`src/hdl/srfc_pkg.sv`:
```
// ----------------------------------------------------------------------------
// Serial reply frame checker package
// Shared types, status codes and frame constants.
// ----------------------------------------------------------------------------
package srfc_pkg;

  localparam int unsigned MaxLengthDefault = 245;
  localparam logic [7:0]  CmdResetValue    = 8'h00;

  typedef enum logic [2:0] {
    PH_SYNC,
    PH_HEAD,
    PH_LEN_HI,
    PH_LEN_LO,
    PH_PAYLOAD,
    PH_XOR
  } phase_t;

  typedef enum logic [2:0] {
    ST_OK           = 3'd0,
    ST_BAD_SYNC     = 3'd1,
    ST_TOO_LONG     = 3'd2,
    ST_TOO_SHORT    = 3'd3,
    ST_XOR_ERR      = 3'd4,
    ST_CMD_MISMATCH = 3'd5,
    ST_DEVICE_ERR   = 3'd6
  } status_t;

  typedef struct packed {
    logic [7:0]  data_byte;
    logic        is_data;
    logic        last;
    status_t     status;
    logic [15:0] device_code;
    logic [7:0]  data_count;
  } result_t;

  function automatic logic [7:0] sync_byte(input logic [1:0] idx);
    logic [7:0] b;
    case (idx)
      2'd0:    b = 8'h0F;
      2'd1:    b = 8'h0F;
      2'd2:    b = 8'hAB;
      default: b = 8'hAB;
    endcase
    return b;
  endfunction

endpackage

```
`src/hdl/srfc_if.sv`:
```
// ----------------------------------------------------------------------------
// Serial reply frame checker channels
// Valid/ready channels for received bytes, results and configuration.
// ----------------------------------------------------------------------------
interface srfc_in_if;
  logic       valid;
  logic       ready;
  logic [7:0] rx_byte;
  logic       abort;

  modport source (output valid, output rx_byte, output abort, input ready);
  modport sink   (input valid, input rx_byte, input abort, output ready);
endinterface

interface srfc_out_if;
  logic        valid;
  logic        ready;
  logic [7:0]  data_byte;
  logic        is_data;
  logic        last;
  logic [2:0]  status;
  logic [15:0] device_code;
  logic [7:0]  data_count;

  modport source (output valid, output data_byte, output is_data, output last,
                  output status, output device_code, output data_count,
                  input ready);
  modport sink   (input valid, input data_byte, input is_data, input last,
                  input status, input device_code, input data_count,
                  output ready);
endinterface

interface srfc_cfg_if;
  logic       valid;
  logic       ready;
  logic [7:0] expected_command;

  modport source (output valid, output expected_command, input ready);
  modport sink   (input valid, input expected_command, output ready);
endinterface

```
`src/hdl/serial_reply_frame_checker_unit.sv`:
```
// ----------------------------------------------------------------------------
// Serial reply frame checker
// A result is registered with the byte transaction that causes it and is valid in the next cycle.
// Throughput: one byte per cycle unless a held result waits on reply.ready; the result register frees the input side.
// Reset: synchronous; hunts for sync, clears frame state and expected command.
// Checks reply frames byte by byte and streams data bytes and a closing status.
// ----------------------------------------------------------------------------
module serial_reply_frame_checker_unit #(
  parameter int unsigned MAX_LENGTH = srfc_pkg::MaxLengthDefault
) (
  input  logic              clk,
  input  logic              rst,
  srfc_cfg_if.sink          cfg,
  srfc_in_if.sink           rx,
  srfc_out_if.source        reply
);
  import srfc_pkg::*;

  localparam int unsigned LenW = $clog2(MAX_LENGTH + 1);

  logic [7:0]      expected_command;
  phase_t          phase, phase_next;
  logic [LenW-1:0] position, position_next;
  logic [LenW-1:0] frame_length, frame_length_next;
  logic [7:0]      len_hi, len_hi_next;
  logic [7:0]      running_xor, running_xor_next;
  logic            command_matched, command_matched_next;
  logic [15:0]     return_code, return_code_next;

  result_t         res, res_next;
  logic            res_fire;
  logic            out_valid;

  logic            accept;
  logic [7:0]      b;
  logic [15:0]     full_len;
  logic            too_long, too_short;
  logic [LenW:0]   pos_inc;
  logic            last_payload;
  logic            sync_miss;
  logic [LenW+7:0] count_ext;

  assign cfg.ready = 1'b1;
  assign rx.ready  = !out_valid || reply.ready;
  assign accept    = rx.valid && rx.ready;
  assign b         = rx.rx_byte;

  assign full_len     = {len_hi, b};
  assign too_long     = full_len > 16'(MAX_LENGTH);
  assign too_short    = full_len < 16'd3;
  assign pos_inc      = {1'b0, position} + (LenW+1)'(1);
  assign last_payload = pos_inc >= {1'b0, frame_length};
  assign sync_miss    = b != sync_byte(position[1:0]);
  assign count_ext    = {8'd0, frame_length} - (LenW+8)'(3);

  always_comb begin
    phase_next           = phase;
    position_next        = position;
    frame_length_next    = frame_length;
    len_hi_next          = len_hi;
    running_xor_next     = running_xor;
    command_matched_next = command_matched;
    return_code_next     = return_code;
    if (accept) begin
      if (rx.abort) begin
        phase_next           = PH_SYNC;
        position_next        = '0;
        frame_length_next    = '0;
        len_hi_next          = '0;
        running_xor_next     = '0;
        command_matched_next = 1'b0;
        return_code_next     = '0;
      end else begin
        case (phase)
          PH_SYNC: begin
            if (sync_miss) begin
              position_next = '0;
            end else if (position[1:0] == 2'd3) begin
              phase_next       = PH_HEAD;
              position_next    = '0;
              running_xor_next = '0;
            end else begin
              position_next = pos_inc[LenW-1:0];
            end
          end
          PH_HEAD: begin
            running_xor_next = running_xor ^ b;
            if (position[1:0] == 2'd3) begin
              phase_next    = PH_LEN_HI;
              position_next = '0;
            end else begin
              position_next = pos_inc[LenW-1:0];
            end
          end
          PH_LEN_HI: begin
            running_xor_next = running_xor ^ b;
            len_hi_next      = b;
            phase_next       = PH_LEN_LO;
          end
          PH_LEN_LO: begin
            if (too_long || too_short) begin
              phase_next           = PH_SYNC;
              position_next        = '0;
              frame_length_next    = '0;
              len_hi_next          = '0;
              running_xor_next     = '0;
              command_matched_next = 1'b0;
              return_code_next     = '0;
            end else begin
              running_xor_next  = running_xor ^ b;
              frame_length_next = full_len[LenW-1:0];
              phase_next        = PH_PAYLOAD;
              position_next     = '0;
            end
          end
          PH_PAYLOAD: begin
            running_xor_next = running_xor ^ b;
            position_next    = pos_inc[LenW-1:0];
            if (last_payload) begin
              phase_next = PH_XOR;
            end
            if (position == LenW'(0)) begin
              command_matched_next = b == expected_command;
            end else if (position == LenW'(1)) begin
              return_code_next = {b, 8'd0};
            end else if (position == LenW'(2)) begin
              return_code_next = {return_code[15:8], b};
            end
          end
          default: begin
            phase_next           = PH_SYNC;
            position_next        = '0;
            frame_length_next    = '0;
            len_hi_next          = '0;
            running_xor_next     = '0;
            command_matched_next = 1'b0;
            return_code_next     = '0;
          end
        endcase
      end
    end
  end

  always_comb begin
    res_next = '0;
    res_fire = 1'b0;
    if (accept && !rx.abort) begin
      case (phase)
        PH_SYNC: begin
          if (sync_miss) begin
            res_fire        = 1'b1;
            res_next.last   = 1'b1;
            res_next.status = ST_BAD_SYNC;
          end
        end
        PH_LEN_LO: begin
          if (too_long) begin
            res_fire        = 1'b1;
            res_next.last   = 1'b1;
            res_next.status = ST_TOO_LONG;
          end else if (too_short) begin
            res_fire        = 1'b1;
            res_next.last   = 1'b1;
            res_next.status = ST_TOO_SHORT;
          end
        end
        PH_PAYLOAD: begin
          if (position >= LenW'(3)) begin
            res_fire           = 1'b1;
            res_next.is_data   = 1'b1;
            res_next.data_byte = b;
          end
        end
        PH_XOR: begin
          res_fire            = 1'b1;
          res_next.last       = 1'b1;
          res_next.data_count = count_ext[7:0];
          if (b != running_xor) begin
            res_next.status = ST_XOR_ERR;
          end else if (!command_matched) begin
            res_next.status = ST_CMD_MISMATCH;
          end else if (return_code != 16'd0) begin
            res_next.status      = ST_DEVICE_ERR;
            res_next.device_code = return_code;
          end else begin
            res_next.status = ST_OK;
          end
        end
        default: begin
          res_fire = 1'b0;
        end
      endcase
    end
  end

  always_ff @(posedge clk) begin
    if (rst) begin
      expected_command <= CmdResetValue;
      phase            <= PH_SYNC;
      position         <= '0;
      frame_length     <= '0;
      len_hi           <= '0;
      running_xor      <= '0;
      command_matched  <= 1'b0;
      return_code      <= '0;
      out_valid        <= 1'b0;
    end else begin
      if (cfg.valid && cfg.ready) begin
        expected_command <= cfg.expected_command;
      end
      phase           <= phase_next;
      position        <= position_next;
      frame_length    <= frame_length_next;
      len_hi          <= len_hi_next;
      running_xor     <= running_xor_next;
      command_matched <= command_matched_next;
      return_code     <= return_code_next;
      if (accept) begin
        out_valid <= res_fire;
      end else if (reply.ready) begin
        out_valid <= 1'b0;
      end
    end
  end

  always_ff @(posedge clk) begin
    if (accept && res_fire) begin
      res <= res_next;
    end
  end

  assign reply.valid       = out_valid;
  assign reply.data_byte   = res.data_byte;
  assign reply.is_data     = res.is_data;
  assign reply.last        = res.last;
  assign reply.status      = res.status;
  assign reply.device_code = res.device_code;
  assign reply.data_count  = res.data_count;

endmodule

```
`src/flat_wrapper.sv`:
```
// flat-port wrapper written by rule: the top's interface ports become plain ports
module serial_reply_frame_checker_unit_flat import srfc_pkg::*;
#(
  parameter int unsigned MAX_LENGTH = srfc_pkg::MaxLengthDefault
)
  (clk, rst, cfg_valid, cfg_expected_command, cfg_ready, rx_valid, rx_rx_byte, rx_abort, rx_ready, reply_valid, reply_data_byte, reply_is_data, reply_last, reply_status, reply_device_code, reply_data_count, reply_ready);
  srfc_cfg_if cfg_i ();
  srfc_in_if rx_i ();
  srfc_out_if reply_i ();
  input  logic clk;
  input  logic rst;
  input wire logic [$bits(cfg_i.valid)-1:0] cfg_valid;
  input wire logic [$bits(cfg_i.expected_command)-1:0] cfg_expected_command;
  output wire logic [$bits(cfg_i.ready)-1:0] cfg_ready;
  input wire logic [$bits(rx_i.valid)-1:0] rx_valid;
  input wire logic [$bits(rx_i.rx_byte)-1:0] rx_rx_byte;
  input wire logic [$bits(rx_i.abort)-1:0] rx_abort;
  output wire logic [$bits(rx_i.ready)-1:0] rx_ready;
  output wire logic [$bits(reply_i.valid)-1:0] reply_valid;
  output wire logic [$bits(reply_i.data_byte)-1:0] reply_data_byte;
  output wire logic [$bits(reply_i.is_data)-1:0] reply_is_data;
  output wire logic [$bits(reply_i.last)-1:0] reply_last;
  output wire logic [$bits(reply_i.status)-1:0] reply_status;
  output wire logic [$bits(reply_i.device_code)-1:0] reply_device_code;
  output wire logic [$bits(reply_i.data_count)-1:0] reply_data_count;
  input wire logic [$bits(reply_i.ready)-1:0] reply_ready;
  assign cfg_i.valid = cfg_valid;
  assign cfg_i.expected_command = cfg_expected_command;
  assign cfg_ready = cfg_i.ready;
  assign rx_i.valid = rx_valid;
  assign rx_i.rx_byte = rx_rx_byte;
  assign rx_i.abort = rx_abort;
  assign rx_ready = rx_i.ready;
  assign reply_valid = reply_i.valid;
  assign reply_data_byte = reply_i.data_byte;
  assign reply_is_data = reply_i.is_data;
  assign reply_last = reply_i.last;
  assign reply_status = reply_i.status;
  assign reply_device_code = reply_i.device_code;
  assign reply_data_count = reply_i.data_count;
  assign reply_i.ready = reply_ready;
  serial_reply_frame_checker_unit #(.MAX_LENGTH(MAX_LENGTH)) u_core (.clk(clk), .rst(rst), .cfg(cfg_i), .rx(rx_i), .reply(reply_i));
endmodule
```
`config.mk`:
```
export PLATFORM = sky130hd
export DESIGN_NAME = serial_reply_frame_checker_unit_flat
export DESIGN_NICKNAME = d
export VERILOG_FILES = /design/src/hdl/srfc_pkg.sv /design/src/hdl/srfc_if.sv /design/src/hdl/serial_reply_frame_checker_unit.sv /design/src/flat_wrapper.sv
export SDC_FILE = /design/constraint.sdc
export NUM_CORES = 1
export LEC_CHECK = 0
export ABC_CLOCK_PERIOD_IN_PS = 3850
export BUFFER_PORTS_ARGS = -buffer_cell sky130_fd_sc_hd__buf_2
export CAP_MARGIN = 30
export CORE_MARGIN = 4
export CORE_UTILIZATION = 36
export DETAILED_ROUTE_END_ITERATION = 7
export GPL_ROUTABILITY_DRIVEN = 0
export MAX_ROUTING_LAYER = met4
export SLEW_MARGIN = 20
export SYNTH_ARGS = -nofsm -noshare
export SYNTH_HDL_FRONTEND = slang
export SYNTH_SLANG_ARGS = --single-unit
```
`constraint.sdc`:
```
create_clock -name clk -period 3.85 [get_ports clk]
set_input_delay 0.1925 -clock clk [delete_from_list [all_inputs] [get_ports clk]]
set_output_delay 0.1925 -clock clk [all_outputs]
set_load 0.01 [all_outputs]
```
==> metrics, run 1 <==
die width 124.6 um; synthesis warning total 0; post-synthesis cell count 507; GRT overflow 0; Reg2Reg Capture Point u_core.reply.device_code[8]$_SDFFCE_PP0P_; reg-to-reg slack, setup 0.79 ns; Critical Path Fanout Max 25; Clock Tree Buf Depth 2; share of layout cells above drive strength 1 17.35%; Sink Count a little under 100; global-route wire length before repair 18,850 um; EDFF count, synth 37; commonest cells after routing, fill and taps aside 61 x dfxtp_1, 60 x buf_2, 48 x nor2_1; crit start category flip-flop; clk_skew 0.005918 ns; Worst-path clk slew 0.07 ns; R2R depth 9; worst r2r src u_core.position[0]$_SDFFE_PP0P_; DP Area 5325 um^2; IO Count between 60 and 70; syn nets 543; max_slew headroom about half; Post-CTS Setup Bufs 0; starting DRC count in detailed routing ~220; PwrDens 422.5 nW/um^2; Starting Density around 37%; Unique masters post-synth 59; initial antenna violation count 0; critical path class flip-flop to flip-flop; GRT Util Overall 15.35%; final setup violation count 0; crit path capture type flip-flop; Row Count 42; Hold Path Class primary input to flip-flop; commonest non-fill, non-tap cell in the layout dfxtp_1; latest clock arrival within the worst-skew pair 0.34 ns; P_leak 2.104 nW; unrepaired setup endpoints after global routing no; IO Port Bufs 60; WHS Path Cells 3; result of the run complete, no violations; Synth Flop Type dfxtp_1; TNS Setup 0 ns; Peak VDD IR 0.2544 mV; Synth Area per Inst 9.654 um^2; Final Cycle Share 79.36%; Max Clk Rate 327.3 MHz; core area about 13,000 um^2; final hold vios 0; DRT antenna net count 0; die area between 15,000 and 20,000 um^2; Hold Path Sink u_core.expected_command[3]$_SDFFE_PP0P_; maxcap violations 0; P&R area growth vs syn 15.18%; fin. max-slew vios 0; Cell Area, Synth 4895 um^2; WP data required 3.92 ns; Synth Register Bits 98; nets 590; DR WL/cell 15.46 um; HPWL after detailed placement 8230 um; CTS buffer count 9; DR vias 3,839; Via-to-Cell Ratio 5.223; post-layout min period just over 3 ns; CTS Hold Bufs 0; drt drc 0; antenna fix cells 0; final wirelength 11,360 um; largest net degree at the start of global routing 31; CTS root buffer clkbuf_16; slew at the pin closest to its max-slew limit roughly 0.75 ns; sequential share of the synthesized area between 40% and 50%; Synth async-reset ratio 0%; number of global-route vias before repair 3,720; die height 124.6 um; CTS tree done; CP arrival 3.13 ns; number of fillers in the final layout 1,313; CTS H-Tree Depth 3; worst hold start cfg_expected_command[3]; fin area 5638 um^2; cts repair resizes 0; TritonRoute pass-1 iters 4
## layer usage
| layer | share of wire [%] | GRT usage [%] |
|---|---|---|
| met4 | 2.8 | 6.254 |
| met2 | 47 | 24.17 |
| met5 | 0 | - |
| met3 | 5.6 | 3.516 |
| met1 | 45 | 19.10 |
## synthesized netlist by cell type (2+ instances only)
library cell,number,area [um^2]
dfxtp_1,61,1221
nor2_1,48,180.2
edfxtp_1,37,1111
and2_1,34,212.7
nand2_1,30,112.6
nand3_1,28,140.1
a21oi_1,22,110.1
a31oi_1,22,137.6
nand2b_1,20,125.1
clkbuf_1,17,63.81
inv_1,16,60.06
mux2i_1,16,160.2
xnor2_1,16,140.1
ha_1,14,175.2
xor2_1,11,96.34
nor3_1,10,50.05
nor4_1,10,62.56
o21ai_1,10,50.05
a22oi_1,8,60.06
buf_2,6,30.03
nand4_1,6,37.54
o21ai_0,6,30.03
and3_1,5,31.28
a211oi_1,4,30.03
a21o_1,4,30.03
or3_1,4,25.02
a32o_1,3,30.03
or2_2,3,18.77
a2111oi_0,2,17.52
a211o_1,2,17.52
nor3_2,2,20.02
nor3_4,2,32.53
o22ai_1,2,12.51
## area by class of cell
| class | instances | area (um^2) | area share, % |
|---|---|---|---|
| inverter | 16 | 60.06 | 1.065 |
| tap | 176 | 220.2 | 3.906 |
| clock inverter | 7 | 87.58 | 1.553 |
| clock buffer | 9 | 225.2 | 3.995 |
| timing repair buffer | 62 | 315.3 | 5.593 |
| multi-input combinational | 367 | 2397 | 42.52 |
| sequential | 98 | 2332 | 41.37 |
## critical path, cell delays in order, from the launching register on
cell and delay [ns]:
dfxtp_1 0.48, inv_1 0.10, ha_1 0.26, or3_1 0.31, o22ai_1 0.19, a21oi_1 0.18
and3_1 0.25, nor3_1 0.49, a21oi_4 0.23, buf_4 0.29
## power breakdown
group | internal [mW] | switching (mW) | leakage, nW
clock network | 0.516 | 0.400 | 0.151
logic | 0.114 | 0.161 | 1.12
registers | 1.14 | 0.0481 | 0.831
## state kept, by name, indices dropped and copies added, names as in the netlist
signal                    flops
u_core.reply.device_code     16
u_core.return_code           16
u_core.expected_command       8
u_core.frame_length           8
u_core.len_hi                 8
u_core.position               8
u_core.reply.data_byte        8
u_core.reply.data_count       8
u_core.running_xor            8
u_core.phase                  3
u_core.reply.status           3
u_core.command_matched        1
u_core.reply.is_data          1
u_core.reply.last             1
u_core.reply.valid            1
## cell families (layout without fill, tap and decap cells)
| kind of cell | Yosys count | after routing | share of synthesized area, % |
|---|---|---|---|
| buf+inv | 42 | 94 | 3.604 |
| simple gates | 212 | 212 | 23.29 |
| compound gates | 97 | 97 | 13.70 |
| mux | 16 | 16 | 3.272 |
| flops | 98 | 98 | 47.65 |
| fa+ha+maj | 14 | 14 | 3.579 |
| other cells | 1 | 1 | 0.07661 |
| xor+xnor | 27 | 27 | 4.831 |
## worst max-delay path by stage
| stage | slack, ns | endpoint | start | cells after the start |
|---|---|---|---|---|
| final | 0.79 | u_core.reply.device_code[8]$_SDFFCE_PP0P_ | u_core.position[0]$_SDFFE_PP0P_ | 9 |
| after global routing | 0.55 | u_core.phase[2]$_SDFFE_PP0P_ | u_core.position[0]$_SDFFE_PP0P_ | 10 |
| after CTS | 0.81 | u_core.phase[2]$_SDFFE_PP0P_ | u_core.position[0]$_SDFFE_PP0P_ | 10 |
| after detailed placement | 0.85 | u_core.phase[2]$_SDFFE_PP0P_ | u_core.position[0]$_SDFFE_PP0P_ | 10 |
| after global placement | 0.95 | u_core.reply.data_byte[2]$_SDFFCE_PN0P_ | u_core.position[0]$_SDFFE_PP0P_ | 9 |
| after floorplan | 0.12 | u_core.reply.data_byte[0]$_SDFFCE_PN0P_ | u_core.position[0]$_SDFFE_PP0P_ | 8 |
## metrics by stage
step	instances	util, %	total power, mW	worst slack, ns	hold slack [ns]
finish	735	42.41	2.382	0.7948	0.08689
global route	735	42.41	2.497	0.5518	0.09488
CTS	735	42.41	2.408	0.8123	0.08178
global placement	719	40.05	1.486	0.9487	0.4281
floorplan	507	-	1.410	0.1161	0.3400
detailed placement	719	40.05	1.491	0.8513	0.4426
Power figures use the tool's default switching activity.
==> run 2: changes to the inputs <==
--- a/config.mk
+++ b/config.mk
@@ -5,7 +5,7 @@
 export SDC_FILE = /design/constraint.sdc
 export NUM_CORES = 1
 export LEC_CHECK = 0
-export ABC_CLOCK_PERIOD_IN_PS = 3850
+export ABC_CLOCK_PERIOD_IN_PS = 3000
 export BUFFER_PORTS_ARGS = -buffer_cell sky130_fd_sc_hd__buf_2
 export CAP_MARGIN = 30
 export CORE_MARGIN = 4
==> constraint.sdc (replaced) <==
create_clock -name clk -period 3 [get_ports clk]
set_input_delay 0.15 -clock clk [delete_from_list [all_inputs] [get_ports clk]]
set_output_delay 0.15 -clock clk [all_outputs]
set_load 0.01 [all_outputs]
==> metrics, run 2 (synthesis gave the netlist of run 1 again) <==
share of layout cells above drive strength 1 18.58% (was 17.35%); initial antenna violation count 0 (unchanged); Starting Density 36.82% (unchanged); final setup violation count 0 (unchanged); Row Count 42 (unchanged); worst hold start cfg_expected_command[2] (was cfg_expected_command[3]); PwrDens 529.5 nW/um^2 (was 422.5 nW/um^2); WP data required 3.24 ns (was 3.92 ns); crit start category flip-flop (unchanged); Max stage delay cell, worst path dfxtp_1 (was nor3_1); TritonRoute pass-1 iters 5 (was 4); worst slack at placement 0.1399 ns (was 0.8513 ns); DR WL/cell 15.54 um (was 15.46 um); Max Clk Rate 370.8 MHz (was 327.3 MHz); TNS Setup 0 ns (unchanged); Top Family by Delay on Critical Path compound AO/OA/AOI/OAI gates (was simple AND/OR/NAND/NOR gates); Peak VDD IR 0.4628 mV (was 0.2544 mV); CP arrival 2.94 ns (was 3.13 ns); Sink Count 98 (unchanged); GRT overflow 0 (unchanged); worst r2r src u_core.position[1]$_SDFFE_PP0P_ (was u_core.position[0]$_SDFFE_PP0P_); R2R depth 11 (was 9); core area 13,300 um^2 (unchanged); slew at the pin closest to its max-slew limit 0.6861 ns (was 0.7502 ns); critical path class flip-flop to flip-flop (unchanged); reg-to-reg slack, setup 0.30 ns (was 0.79 ns); Worst Setup EP u_core.phase[1]$_SDFFE_PP0P_ (was u_core.reply.device_code[8]$_SDFFCE_PP0P_); worst hold slack 0.02247 ns (was 0.08689 ns); placed insts 724 (was 719); Clock Tree Buf Depth 2 (unchanged); die height 124.6 um (unchanged); P_leak 2.125 nW (was 2.104 nW); Via-to-Cell Ratio 5.188 (was 5.223); unrepaired setup endpoints after global routing no (unchanged); CTS root buffer clkbuf_16 (unchanged); Hold Path Class primary input to flip-flop (unchanged); final hold vios 0 (unchanged); final wirelength 11,510 um (was 11,360 um); clk_skew 0.009176 ns (was 0.005918 ns); CTS Hold Bufs 0 (unchanged); number of global-route vias before repair 3,546 (was 3,720); post-layout min period 2.697 ns (was 3.055 ns); fin util 42.73% (was 42.41%); Layout Cells excl Fill 741 (was 735); fin. max-slew vios 0 (unchanged); Critical Path Fanout Max 6 (was 25); IO Count 62 (unchanged); max_slew headroom 53.95% (was 49.46%); antenna fix cells 0 (unchanged); number of fillers in the final layout 1,314 (was 1,313); maxcap violations 0 (unchanged); latest clock arrival within the worst-skew pair 0.36 ns (was 0.34 ns); CP bufs+invs 1 (was 2); CP max stage delay 0.42 ns (was 0.49 ns); P&R area growth vs syn 16.08% (was 15.18%); crit-path cells ha_1 > nand3_1 > or2_2 > xnor2_1 > ha_1 > nand3_1 > o32a_1 > a41oi_2 > buf_4 > a21o_1 > a21oi_1 (was inv_1 > ha_1 > or3_1 > o22ai_1 > a21oi_1 > and3_1 > nor3_1 > a21oi_4 > buf_4); die width 124.6 um (unchanged); nets 596 (was 590); IO Port Bufs 60 (unchanged); Reg2Reg Capture Point u_core.phase[1]$_SDFFE_PP0P_ (was u_core.reply.device_code[8]$_SDFFCE_PP0P_); result of the run complete, no violations (unchanged); HPWL after detailed placement 8332 um (was 8230 um); Worst-path clk slew 0.07 ns (about the same); largest net degree at the start of global routing 38 (was 31); DR vias 3,844 (was 3,839); Final Cycle Share 89.90% (was 79.36%); CTS tree done (unchanged); GRT Util Overall 15.52% (was 15.35%); die area 15,530 um^2 (unchanged); starting DRC count in detailed routing 282 (was 216); Stages on worst setup path 11 (was 9); PnR worst setup slack 0.3030 ns (was 0.7948 ns); drt drc 0 (unchanged); CTS H-Tree Depth 3 (unchanged); commonest cells after routing, fill and taps aside 60 x buf_2, 60 x dfxtp_1, 48 x nor2_1 (was 61 x dfxtp_1, 60 x buf_2, 48 x nor2_1); launch point of the worst path u_core.position[1]$_SDFFE_PP0P_ (was u_core.position[0]$_SDFFE_PP0P_); CTS buffer count 9 (unchanged); crit path capture type flip-flop (unchanged); DRT antenna net count 0 (unchanged); global-route wire length before repair 18,780 um (was 18,850 um)
run 2: worst register-to-register path: stages (launching register included):
cell     delay (ns)
dfxtp_1        0.42
ha_1           0.21
nand3_1        0.12
or2_2          0.37
xnor2_1        0.14
ha_1           0.29
nand3_1        0.09
o32a_1         0.36
a41oi_2        0.24
buf_4          0.16
a21o_1         0.10
a21oi_1        0.06
run 2: routing by layer:
metal | track usage (%) | share of wire (%) | wire length (um)
met2 | 25.41 | 49 | 5650
met5 | - | 0 | 0
met3 | 4.245 | 6.0 | 688
met1 | 19.07 | 44 | 5044
met4 | 3.933 | 1.1 | 129
run 2: repair_timing:
action	in CTS	in global routing
setup endpoints to repair	0	3
gates resized for setup	0	2
setup buffers	0	1
run 2: cell type report:
class                           count  area (um^2)  share of cell area [%]
Multi-Input combinational cell    367         2405                   42.33
Clock inverter                      7        65.06                   1.145
Timing Repair Buffer               68        372.9                   6.562
Clock buffer                        9        225.2                   3.964
Tap cell                          176        220.2                   3.876
Sequential cell                    98         2333                   41.07
Inverter                           16        60.06                   1.057
run 2: stage by stage:
stage | power [mW] | cell area, um^2
2_1_floorplan | 1.809 | 4898
3_3_place_gp | 1.912 | 5375
3_5_place_dp | 1.925 | 5375
4_1_cts | 3.043 | 5665
5_1_grt | 3.165 | 5682
6_report | 3.009 | 5682
run 2: worst min-delay path by stage:
stage,to,slack (ns),cells past startpoint
finish,u_core.expected_command[2]$_SDFFE_PP0P_,0.02,3
global route,u_core.expected_command[4]$_SDFFE_PP0P_,0.03,3
CTS,u_core.expected_command[2]$_SDFFE_PP0P_,0.02,3
detailed placement,u_core.expected_command[2]$_SDFFE_PP0P_,0.40,3
global placement,u_core.expected_command[4]$_SDFFE_PP0P_,0.38,3
floorplan,u_core.expected_command[0]$_SDFFE_PP0P_,0.30,2
run 2: report_power, final:
part	total, mW	switching, mW	internal, mW
Sequential	1.53	0.0622	1.47
Clock	1.11	0.534	0.577
Combinational	0.369	0.214	0.155
